### config.mk
export PLATFORM = sky130hd
export DESIGN_NAME = bellman_ford_shortest_paths
export DESIGN_NICKNAME = d
export VERILOG_FILES = /design/src/design/bfsp_pkg.sv /design/src/design/bfsp_ram.sv /design/src/design/bellman_ford_shortest_paths.sv
export SDC_FILE = /design/constraint.sdc
export NUM_CORES = 2
export LEC_CHECK = 0
export BUFFER_PORTS_ARGS = -buffer_cell sky130_fd_sc_hd__clkbuf_2
export CORE_UTILIZATION = 45
export CTS_CLUSTER_DIAMETER = 80
export DETAILED_ROUTE_END_ITERATION = 16
export GPL_TIMING_DRIVEN = 0
export PLACE_DENSITY = 0.64
export SYNTH_ARGS = -nofsm -noshare
export SYNTH_HDL_FRONTEND = slang
export SYNTH_HIERARCHICAL = 1
export SYNTH_SLANG_ARGS = --single-unit
export TNS_END_PERCENT = 5
### constraint.sdc
create_clock -name i_clk -period 6.7 [get_ports i_clk]
set_clock_uncertainty 0.15 [all_clocks]
set_input_delay 2.01 -clock i_clk [delete_from_list [all_inputs] [get_ports i_clk]]
set_output_delay 2.01 -clock i_clk [all_outputs]
set_load 0.005 [all_outputs]
### src/design/bfsp_pkg.sv
// shared types and codes for the bellman-ford shortest path block
package bfsp_pkg;

    // sequencer states
    typedef enum logic [2:0] {
        S_IDLE,
        S_INIT,
        S_FETCH,
        S_LOOK,
        S_RELAX,
        S_NEG,
        S_ORD,
        S_OUT
    } t_state;

    // configuration register indexes
    localparam logic CFG_VERTEX_COUNT  = 1'b0;
    localparam logic CFG_SOURCE_VERTEX = 1'b1;

    // input item kinds carried on tuser
    localparam logic ACT_LOAD = 1'b0;
    localparam logic ACT_RUN  = 1'b1;

endpackage

### src/design/bfsp_ram.sv
// generic single write port ram with one registered read port
module bfsp_ram #(
    parameter int WIDTH = 8,
    parameter int DEPTH = 16,
    parameter int AW    = (DEPTH > 1) ? $clog2(DEPTH) : 1
) (
    input  logic             i_clk,
    input  logic             i_we,
    input  logic [AW-1:0]    i_waddr,
    input  logic [WIDTH-1:0] i_wdata,
    input  logic [AW-1:0]    i_raddr,
    output logic [WIDTH-1:0] o_rdata
);

    logic [WIDTH-1:0] r_mem [DEPTH];
    logic [WIDTH-1:0] r_rdata;

    always_ff @(posedge i_clk) begin
        if (i_we) begin
            r_mem[i_waddr] <= i_wdata;
        end
        r_rdata <= r_mem[i_raddr];
    end

    assign o_rdata = r_rdata;

endmodule

### src/design/bellman_ford_shortest_paths.sv
// top level of the bellman-ford shortest path engine
//
// Edges (from, to, signed weight) are loaded one per input beat with tuser low; a
// beat with tuser high starts a run from the configured source vertex. A load is
// dropped when the edge store is full or an endpoint is at or above vertex_count.
// A run resets the reach flags, then relaxes every stored edge in load order for
// up to vertex_count-1 passes (stopping early after a pass with no change), then
// makes one detection pass. All edges go through one shared add/compare unit; each
// edge is handled as an edge ram read, then a distance ram read, then a compare and
// write back. The result is either one beat with tuser (negative cycle) and tlast
// set and zero data, or one beat per vertex 0..vertex_count-1 with distance and a
// reachable flag, tlast on the final one. Unreachable vertices report distance 0.
// Distances are saturated on store but compared exactly. The edge store is emptied
// at the end of every run. The block takes no new beat until the last result beat
// is taken.
module bellman_ford_shortest_paths #(
    parameter int MAX_VERTICES = 32,
    parameter int MAX_EDGES    = 64,
    parameter int WEIGHT_BITS  = 16,
    parameter int VW           = $clog2(MAX_VERTICES),
    parameter int DW           = WEIGHT_BITS + VW,
    parameter int IN_TW        = ((2 * VW + WEIGHT_BITS + 7) / 8) * 8,
    parameter int OUT_TW       = ((VW + DW + 1 + 7) / 8) * 8
) (
    input  logic              i_clk,
    input  logic              i_rst_n,
    // configuration write channel
    input  logic              i_cfg_valid,
    output logic              o_cfg_ready,
    input  logic              i_cfg_index,
    input  logic [VW:0]       i_cfg_data,
    // input stream
    input  logic              s_axis_tvalid,
    output logic              s_axis_tready,
    input  logic [IN_TW-1:0]  s_axis_tdata,   // edge_from, edge_to, edge_weight, zero pad
    input  logic              s_axis_tuser,   // action
    // result stream
    output logic              m_axis_tvalid,
    input  logic              m_axis_tready,
    output logic [OUT_TW-1:0] m_axis_tdata,   // vertex_index, distance, reachable, zero pad
    output logic              m_axis_tuser,   // negative_cycle
    output logic              m_axis_tlast
);

    import bfsp_pkg::*;

    localparam int EDW = 2 * VW + WEIGHT_BITS;                        // stored edge word
    localparam int EAW = (MAX_EDGES > 1) ? $clog2(MAX_EDGES) : 1;      // edge ram address
    localparam int ECW = $clog2(MAX_EDGES + 1);                        // edge count
    localparam int VN  = 1 << VW;                                      // reach flag slots
    localparam logic signed [DW:0] DIST_HI = {2'b00, {(DW - 1){1'b1}}};
    localparam logic signed [DW:0] DIST_LO = {2'b11, {(DW - 1){1'b0}}};

    // registers
    t_state          r_state, n_state;
    logic [VW:0]     r_vc, n_vc;
    logic [VW-1:0]   r_src, n_src;
    logic [ECW-1:0]  r_edge_count, n_edge_count;
    logic [ECW-1:0]  r_edge_idx, n_edge_idx;
    logic [VW:0]     r_pass, n_pass;
    logic            r_check, n_check;
    logic            r_changed, n_changed;
    logic [VN-1:0]   r_reach, n_reach;
    logic [VW-1:0]   r_out_idx, n_out_idx;

    // ram ports
    logic            w_edge_we;
    logic [EDW-1:0]  w_edge_q;
    logic            w_dist_we;
    logic [VW-1:0]   w_dist_waddr;
    logic [DW-1:0]   w_dist_wdata;
    logic [VW-1:0]   w_dist_raddr_a;
    logic [DW-1:0]   w_dist_qa;
    logic [DW-1:0]   w_dist_qb;

    // datapath
    logic [VW:0]          w_n;
    logic                 w_in_acc;
    logic [VW-1:0]        w_in_from;
    logic [VW-1:0]        w_in_to;
    logic                 w_load_ok;
    logic [VW-1:0]        w_eu;
    logic [VW-1:0]        w_ev;
    logic signed [WEIGHT_BITS-1:0] w_wt;
    logic signed [DW-1:0] w_du;
    logic signed [DW-1:0] w_dv;
    logic signed [DW:0]   w_cand;
    logic [DW-1:0]        w_sat;
    logic                 w_edge_live;
    logic                 w_relax;
    logic                 w_src_ok;
    logic                 w_out_last;

    // live vertex count, clamped to 1..MAX_VERTICES
    always_comb begin
        if (r_vc == '0) begin
            w_n = (VW + 1)'(1);
        end else if (r_vc > (VW + 1)'(MAX_VERTICES)) begin
            w_n = (VW + 1)'(MAX_VERTICES);
        end else begin
            w_n = r_vc;
        end
    end

    assign o_cfg_ready   = 1'b1;
    assign s_axis_tready = (r_state == S_IDLE);
    assign w_in_acc      = s_axis_tvalid && s_axis_tready;
    assign w_in_from     = s_axis_tdata[VW-1:0];
    assign w_in_to       = s_axis_tdata[2*VW-1:VW];
    assign w_load_ok     = (r_edge_count < ECW'(MAX_EDGES))
                        && ((VW + 1)'(w_in_from) < w_n)
                        && ((VW + 1)'(w_in_to) < w_n);
    assign w_edge_we     = w_in_acc && (s_axis_tuser == ACT_LOAD) && w_load_ok;
    assign w_src_ok      = (VW + 1)'(r_src) < w_n;

    // edge word fields, from lowest bit up
    assign w_eu = w_edge_q[VW-1:0];
    assign w_ev = w_edge_q[2*VW-1:VW];
    assign w_wt = $signed(w_edge_q[EDW-1:2*VW]);
    assign w_du = $signed(w_dist_qa);
    assign w_dv = $signed(w_dist_qb);

    // shared add/compare unit: exact sum, saturated on store
    assign w_cand = (DW + 1)'(w_du) + (DW + 1)'(w_wt);
    always_comb begin
        if (w_cand > DIST_HI) begin
            w_sat = DIST_HI[DW-1:0];
        end else if (w_cand < DIST_LO) begin
            w_sat = DIST_LO[DW-1:0];
        end else begin
            w_sat = w_cand[DW-1:0];
        end
    end

    // edges whose endpoints left the live range are skipped
    assign w_edge_live = ((VW + 1)'(w_eu) < w_n) && ((VW + 1)'(w_ev) < w_n) && r_reach[w_eu];
    assign w_relax     = w_edge_live && (!r_reach[w_ev] || (w_cand < (DW + 1)'(w_dv)));
    assign w_out_last  = ((VW + 1)'(r_out_idx) == (w_n - (VW + 1)'(1)));

    // distance port a reads the tail vertex while relaxing, the output vertex otherwise
    assign w_dist_raddr_a = ((r_state == S_ORD) || (r_state == S_OUT)) ? r_out_idx : w_eu;

    // sequencer
    always_comb begin
        n_state      = r_state;
        n_vc         = r_vc;
        n_src        = r_src;
        n_edge_count = r_edge_count;
        n_edge_idx   = r_edge_idx;
        n_pass       = r_pass;
        n_check      = r_check;
        n_changed    = r_changed;
        n_reach      = r_reach;
        n_out_idx    = r_out_idx;
        w_dist_we    = 1'b0;
        w_dist_waddr = w_ev;
        w_dist_wdata = w_sat;
        m_axis_tvalid = 1'b0;
        m_axis_tuser  = 1'b0;
        m_axis_tlast  = 1'b0;
        m_axis_tdata  = '0;

        if (i_cfg_valid && o_cfg_ready) begin
            case (i_cfg_index)
                CFG_VERTEX_COUNT:  n_vc  = i_cfg_data;
                CFG_SOURCE_VERTEX: n_src = i_cfg_data[VW-1:0];
                default: ;
            endcase
        end

        case (r_state)
            S_IDLE: begin
                if (w_edge_we) begin
                    n_edge_count = r_edge_count + ECW'(1);
                end
                if (w_in_acc && (s_axis_tuser == ACT_RUN)) begin
                    n_state = S_INIT;
                end
            end
            S_INIT: begin
                // only the source starts out reachable, at distance zero
                n_reach = '0;
                if (w_src_ok) begin
                    n_reach[r_src] = 1'b1;
                end
                w_dist_we    = w_src_ok;
                w_dist_waddr = r_src;
                w_dist_wdata = '0;
                n_pass       = (VW + 1)'(1);
                n_check      = (w_n == (VW + 1)'(1));
                n_changed    = 1'b0;
                n_edge_idx   = '0;
                n_state      = S_FETCH;
            end
            S_FETCH: begin
                if (r_edge_idx >= r_edge_count) begin
                    // end of a pass
                    n_edge_idx = '0;
                    n_changed  = 1'b0;
                    if (r_check) begin
                        n_edge_count = '0;
                        n_out_idx    = '0;
                        n_state      = r_changed ? S_NEG : S_ORD;
                    end else if (!r_changed || (r_pass == w_n - (VW + 1)'(1))) begin
                        n_check = 1'b1;
                    end else begin
                        n_pass = r_pass + (VW + 1)'(1);
                    end
                end else begin
                    n_state = S_LOOK;
                end
            end
            S_LOOK: begin
                n_state = S_RELAX;
            end
            S_RELAX: begin
                if (w_relax) begin
                    n_changed = 1'b1;
                    if (!r_check) begin
                        w_dist_we     = 1'b1;
                        n_reach[w_ev] = 1'b1;
                    end
                end
                n_edge_idx = r_edge_idx + ECW'(1);
                n_state    = S_FETCH;
            end
            S_NEG: begin
                m_axis_tvalid = 1'b1;
                m_axis_tuser  = 1'b1;
                m_axis_tlast  = 1'b1;
                if (m_axis_tready) begin
                    n_state = S_IDLE;
                end
            end
            S_ORD: begin
                n_state = S_OUT;
            end
            S_OUT: begin
                m_axis_tvalid = 1'b1;
                m_axis_tlast  = w_out_last;
                m_axis_tdata  = OUT_TW'({r_reach[r_out_idx],
                                         r_reach[r_out_idx] ? w_dist_qa : {DW{1'b0}},
                                         r_out_idx});
                if (m_axis_tready) begin
                    if (w_out_last) begin
                        n_state = S_IDLE;
                    end else begin
                        n_out_idx = r_out_idx + VW'(1);
                        n_state   = S_ORD;
                    end
                end
            end
            default: begin
                n_state = S_IDLE;
            end
        endcase
    end

    always_ff @(posedge i_clk) begin
        if (!i_rst_n) begin
            r_state      <= S_IDLE;
            r_vc         <= (VW + 1)'(MAX_VERTICES);
            r_src        <= '0;
            r_edge_count <= '0;
            r_reach      <= '0;
            r_check      <= 1'b0;
            r_changed    <= 1'b0;
        end else begin
            r_state      <= n_state;
            r_vc         <= n_vc;
            r_src        <= n_src;
            r_edge_count <= n_edge_count;
            r_reach      <= n_reach;
            r_check      <= n_check;
            r_changed    <= n_changed;
        end
    end

    always_ff @(posedge i_clk) begin
        r_edge_idx <= n_edge_idx;
        r_pass     <= n_pass;
        r_out_idx  <= n_out_idx;
    end

    // edge store, written at the fill count, read at the current edge
    bfsp_ram #(
        .WIDTH (EDW),
        .DEPTH (MAX_EDGES),
        .AW    (EAW)
    ) u_edge_ram (
        .i_clk   (i_clk),
        .i_we    (w_edge_we),
        .i_waddr (r_edge_count[EAW-1:0]),
        .i_wdata (s_axis_tdata[EDW-1:0]),
        .i_raddr (r_edge_idx[EAW-1:0]),
        .o_rdata (w_edge_q)
    );

    // two copies of the distance table, one read at the tail and one at the head
    bfsp_ram #(
        .WIDTH (DW),
        .DEPTH (MAX_VERTICES),
        .AW    (VW)
    ) u_dist_ram_a (
        .i_clk   (i_clk),
        .i_we    (w_dist_we),
        .i_waddr (w_dist_waddr),
        .i_wdata (w_dist_wdata),
        .i_raddr (w_dist_raddr_a),
        .o_rdata (w_dist_qa)
    );

    bfsp_ram #(
        .WIDTH (DW),
        .DEPTH (MAX_VERTICES),
        .AW    (VW)
    ) u_dist_ram_b (
        .i_clk   (i_clk),
        .i_we    (w_dist_we),
        .i_waddr (w_dist_waddr),
        .i_wdata (w_dist_wdata),
        .i_raddr (w_ev),
        .o_rdata (w_dist_qb)
    );

endmodule
==> reports/qor.yml <==
synth_edf_count: 3026
place.port_buffers: 68
place.gp.congestion: 0.914
critPathArrivalTime_ns: 4.36
clock_power_share_pct: 22.8
clk_pin_slew_ns: 0.06
cts_made_buffers: 320
yosys.area.top_type: "edfxtp_1"
switching_power_mw: 27.1
rows: 193
power.density_nw_per_um2: 521
yosys-top-cells-count: "edfxtp_1 (3026), mux2i_1 (941), mux4_2 (389)"
clock_latency_ns: 0.88
ys_seq_elements: 3149
seqCellArea_sq_um: 93300
yosysWarnings: 6
worst_setup_path_start_kind: "flip-flop"
clk_path_buf_depth: 4
grt_pass1_vias: 65700
violations: "max-capacitance violations, max-slew violations"
viasPerCell: 5.98
setup.worst_path.class: "reg -> out"
min_path_type: "reg -> reg"
drive_gt1_share_pct: 20.2
path_max_fanout: 10
slew_viol_final: 3
postLayoutCellArea_sq_um: 146000
initial_core_util_pct: 45.3
grt_max_degree: 66
p_comb_share_pct: 37.4
fmax_mhz: 153
cts.sinks: 3149
vdd_drop_max_uv: 1420
vias: 67600
fillers: 21500
synth.top_cells.by_area: "edfxtp_1 (73%), mux2i_1 (7.5%), mux4_2 (7.0%)"
core_sq_um: 277000
p_int_mw: 48.8
async_flop_share_pct: 0
netlist_area_sq_um: 125000
worst_pin_slew_ns: 1.50
areaGrowthSynthToFinish_pct: 16.3
setup_viol: 0
grt_antenna_before_repair: 33
synth_most_common_cell: "edfxtp_1"
synthCells: 6720
worstSetupEndpointType: "output port"
ys_seq_area_share_pct: 74.5
ys_types: 76
rrSetupSlack_ns: 0.24
holdWs_ns: 0.357
routedWlPerCell_um: 29.5
dp_hpwl_um: 224000
sw_frac_of_total_pct: 35.7
status: "finished with violations"
multi_input_area_sq_um: 30700
placed_area_sq_um: 135000
cts_tree: "yes"
cts_max_level: 5
p_leak_nw: 49.1
die-area_sq_um: 281000
grt.total_usage_pct: 23.5
route.detailed.drc: 0
pin_count: 82
p_seq_share_pct: 39.8
cts.root.buffer_cell: "clkbuf_16"
synth_top_area_share_pct: 72.5
period_minus_slack_ns: 6.52
cp.required_ns: 4.54
postSynthAreaPerCell_sq_um: 18.6
hold_viol: 0
fin_crit_sh_pct: 97.3
slew_headroom_pct: -0.987
antenna_left: 0
gr-total-overflow: 0
maxCapViolCount: 2
finalNetCount: 7454
rsz0062_at_grt: "yes"
die_h_um: 530
synth-main-ff-cell: "edfxtp_1"
drtPass1Iterations: 6
wl_um: 333000
initialDrtViolationCount: 7595
grt_first_pass_wirelength_um: 472000
die_width_um: 530
cts_hold_buf: 0
[sequential cells by signal, summed over array words and instances (netlist names)]
name                  count
r_changed                 1
u_edge_ram/o_rdata       26
r_pass                    6
u_dist_ram_a/r_mem      672
r_vc                      6
r_check                   1
r_reach                  32
r_edge_count              7
u_edge_ram/r_mem       1664
r_edge_idx                7
r_out_idx                 5
u_dist_ram_b/r_mem      672
u_dist_ram_b/o_rdata     21
u_dist_ram_a/o_rdata     21
r_state                   3
r_src                     5
[kinds of logic (layout without fill, tap and decap cells)]
kind of cell | count (synthesis) | count (layout) | synth area share, %
other | 2 | 25 | 0.00599
AO/OA/AOI/OAI | 873 | 873 | 4.74
buffers and inverters | 447 | 1300 | 2.04
flip-flops | 3149 | 3149 | 74.5
multiplexers | 1340 | 1340 | 14.6
XOR/XNOR | 43 | 43 | 0.301
AND/OR/NAND/NOR | 791 | 791 | 3.08
adder cells (fa/ha/maj) | 75 | 75 | 0.755
[cells in the final DEF (no fill, tap or decap), types with 18 or more instances in the layout]
| master | netlist | final |
|---|---|---|
| inv_1 | 55 | 55 |
| buf_8 | 10 | 61 |
| edfxtp_1 | 3026 | 3026 |
| nand3b_1 | 18 | 18 |
| bufinv_16 | 0 | 23 |
| o22ai_1 | 90 | 90 |
| o21ai_0 | 75 | 59 |
| clkinv_2 | 0 | 55 |
| dfxtp_1 | 123 | 123 |
| xnor2_1 | 19 | 19 |
| buf_6 | 58 | 65 |
| and3_1 | 24 | 24 |
| mux4_2 | 389 | 389 |
| clkbuf_16 | 0 | 327 |
| ha_1 | 74 | 74 |
| buf_1 | 24 | 23 |
| buf_12 | 2 | 79 |
| nor2_1 | 203 | 72 |
| a21o_1 | 32 | 32 |
| xor2_1 | 24 | 23 |
| mux2i_1 | 941 | 941 |
| buf_2 | 84 | 91 |
| diode_2 | 0 | 19 |
| nand4_1 | 47 | 47 |
| buf_4 | 46 | 84 |
| buf_16 | 0 | 50 |
| nor2b_1 | 23 | 23 |
| a31oi_1 | 91 | 91 |
| a21oi_1 | 157 | 154 |
| and2_1 | 37 | 37 |
| nor2_4 | 1 | 117 |
| nand2_1 | 194 | 194 |
| a22oi_1 | 256 | 256 |
| a22o_1 | 85 | 85 |
| clkinv_1 | 0 | 57 |
| nor3_1 | 54 | 51 |
| nand3_1 | 120 | 119 |
| clkbuf_2 | 0 | 50 |
| clkbuf_1 | 162 | 223 |
[critical path: stages, from the launching register on]
cell	delay, ns
edfxtp_1	0.35
clkbuf_1	0.37
buf_2	0.38
mux4_2	0.30
mux4_2	0.25
mux2i_1	0.08
nor2_2	0.56
clkbuf_1	0.57
and2_1	0.42
clkbuf_2	0.18
[repair_timing]
action	in CTS	in global routing
pin swaps	19	13
endpoints found under the hold margin	0	0
buffers inserted	29	16
resized for setup	49	19
endpoints found under the setup margin	1354	1077
[routing by layer]
metal / wire [um] / track usage (%) / part of all wire, %
met1: 132000 / 31.9 / 40
met2: 158000 / 37.4 / 48
met3: 28000 / 4.25 / 8.4
met4: 14700 / 9.53 / 4.4
met5: 24 / 0 / 0.0072
[worst paths after layout]
kind / depth (start not counted) / endpoint / start
max: 9 / m_axis_tdata[13] / r_out_idx[0]
min: 2 / r_reach[1] / r_reach[1]
max reg2reg: 22 / u_dist_ram_b/r_mem[12][16] / u_dist_ram_a/o_rdata[0]
min reg2reg: 2 / r_reach[1] / r_reach[1]
[power groups by stage]
stage / Combinational (mW) / Sequential [mW] / Clock [mW]
finish: 28.4 / 30.2 / 17.3
global route: 29.7 / 30.2 / 18.3
CTS: 28.2 / 30.2 / 17.6
detailed placement: 28.1 / 30.6 / 0
global placement: 16.3 / 26.2 / 0
floorplan: 11.8 / 29.7 / 0
[through the flow]
stage                     setup TNS (ns)  power [mW]  setup WS [ns]  util [%]  std cells
after global placement                 -        42.6          -5.54      47.1      10500
after floorplan                        0        41.6          0.238         -       6724
final                                  0        75.9          0.182      52.6      11300
after CTS                              0        76.0         0.0257      52.5      11300
after global routing              -0.614        78.2        -0.0282      52.6      11300
after detailed placement        -1975.07        58.7          -1.41      48.7      10700
[layout make-up]
class | instances | share of cell area, %
Antenna cell | 19 | 0.0326
Buffer | 389 | 1.61
Clock buffer | 405 | 5.92
Clock inverter | 160 | 0.985
Inverter | 56 | 0.144
Multi-Input combinational cell | 3128 | 21.0
Sequential cell | 3149 | 64.1
Tap cell | 3705 | 3.18
Timing Repair Buffer | 290 | 3.03
No activity file was read; power rests on OpenSTA's default activity.
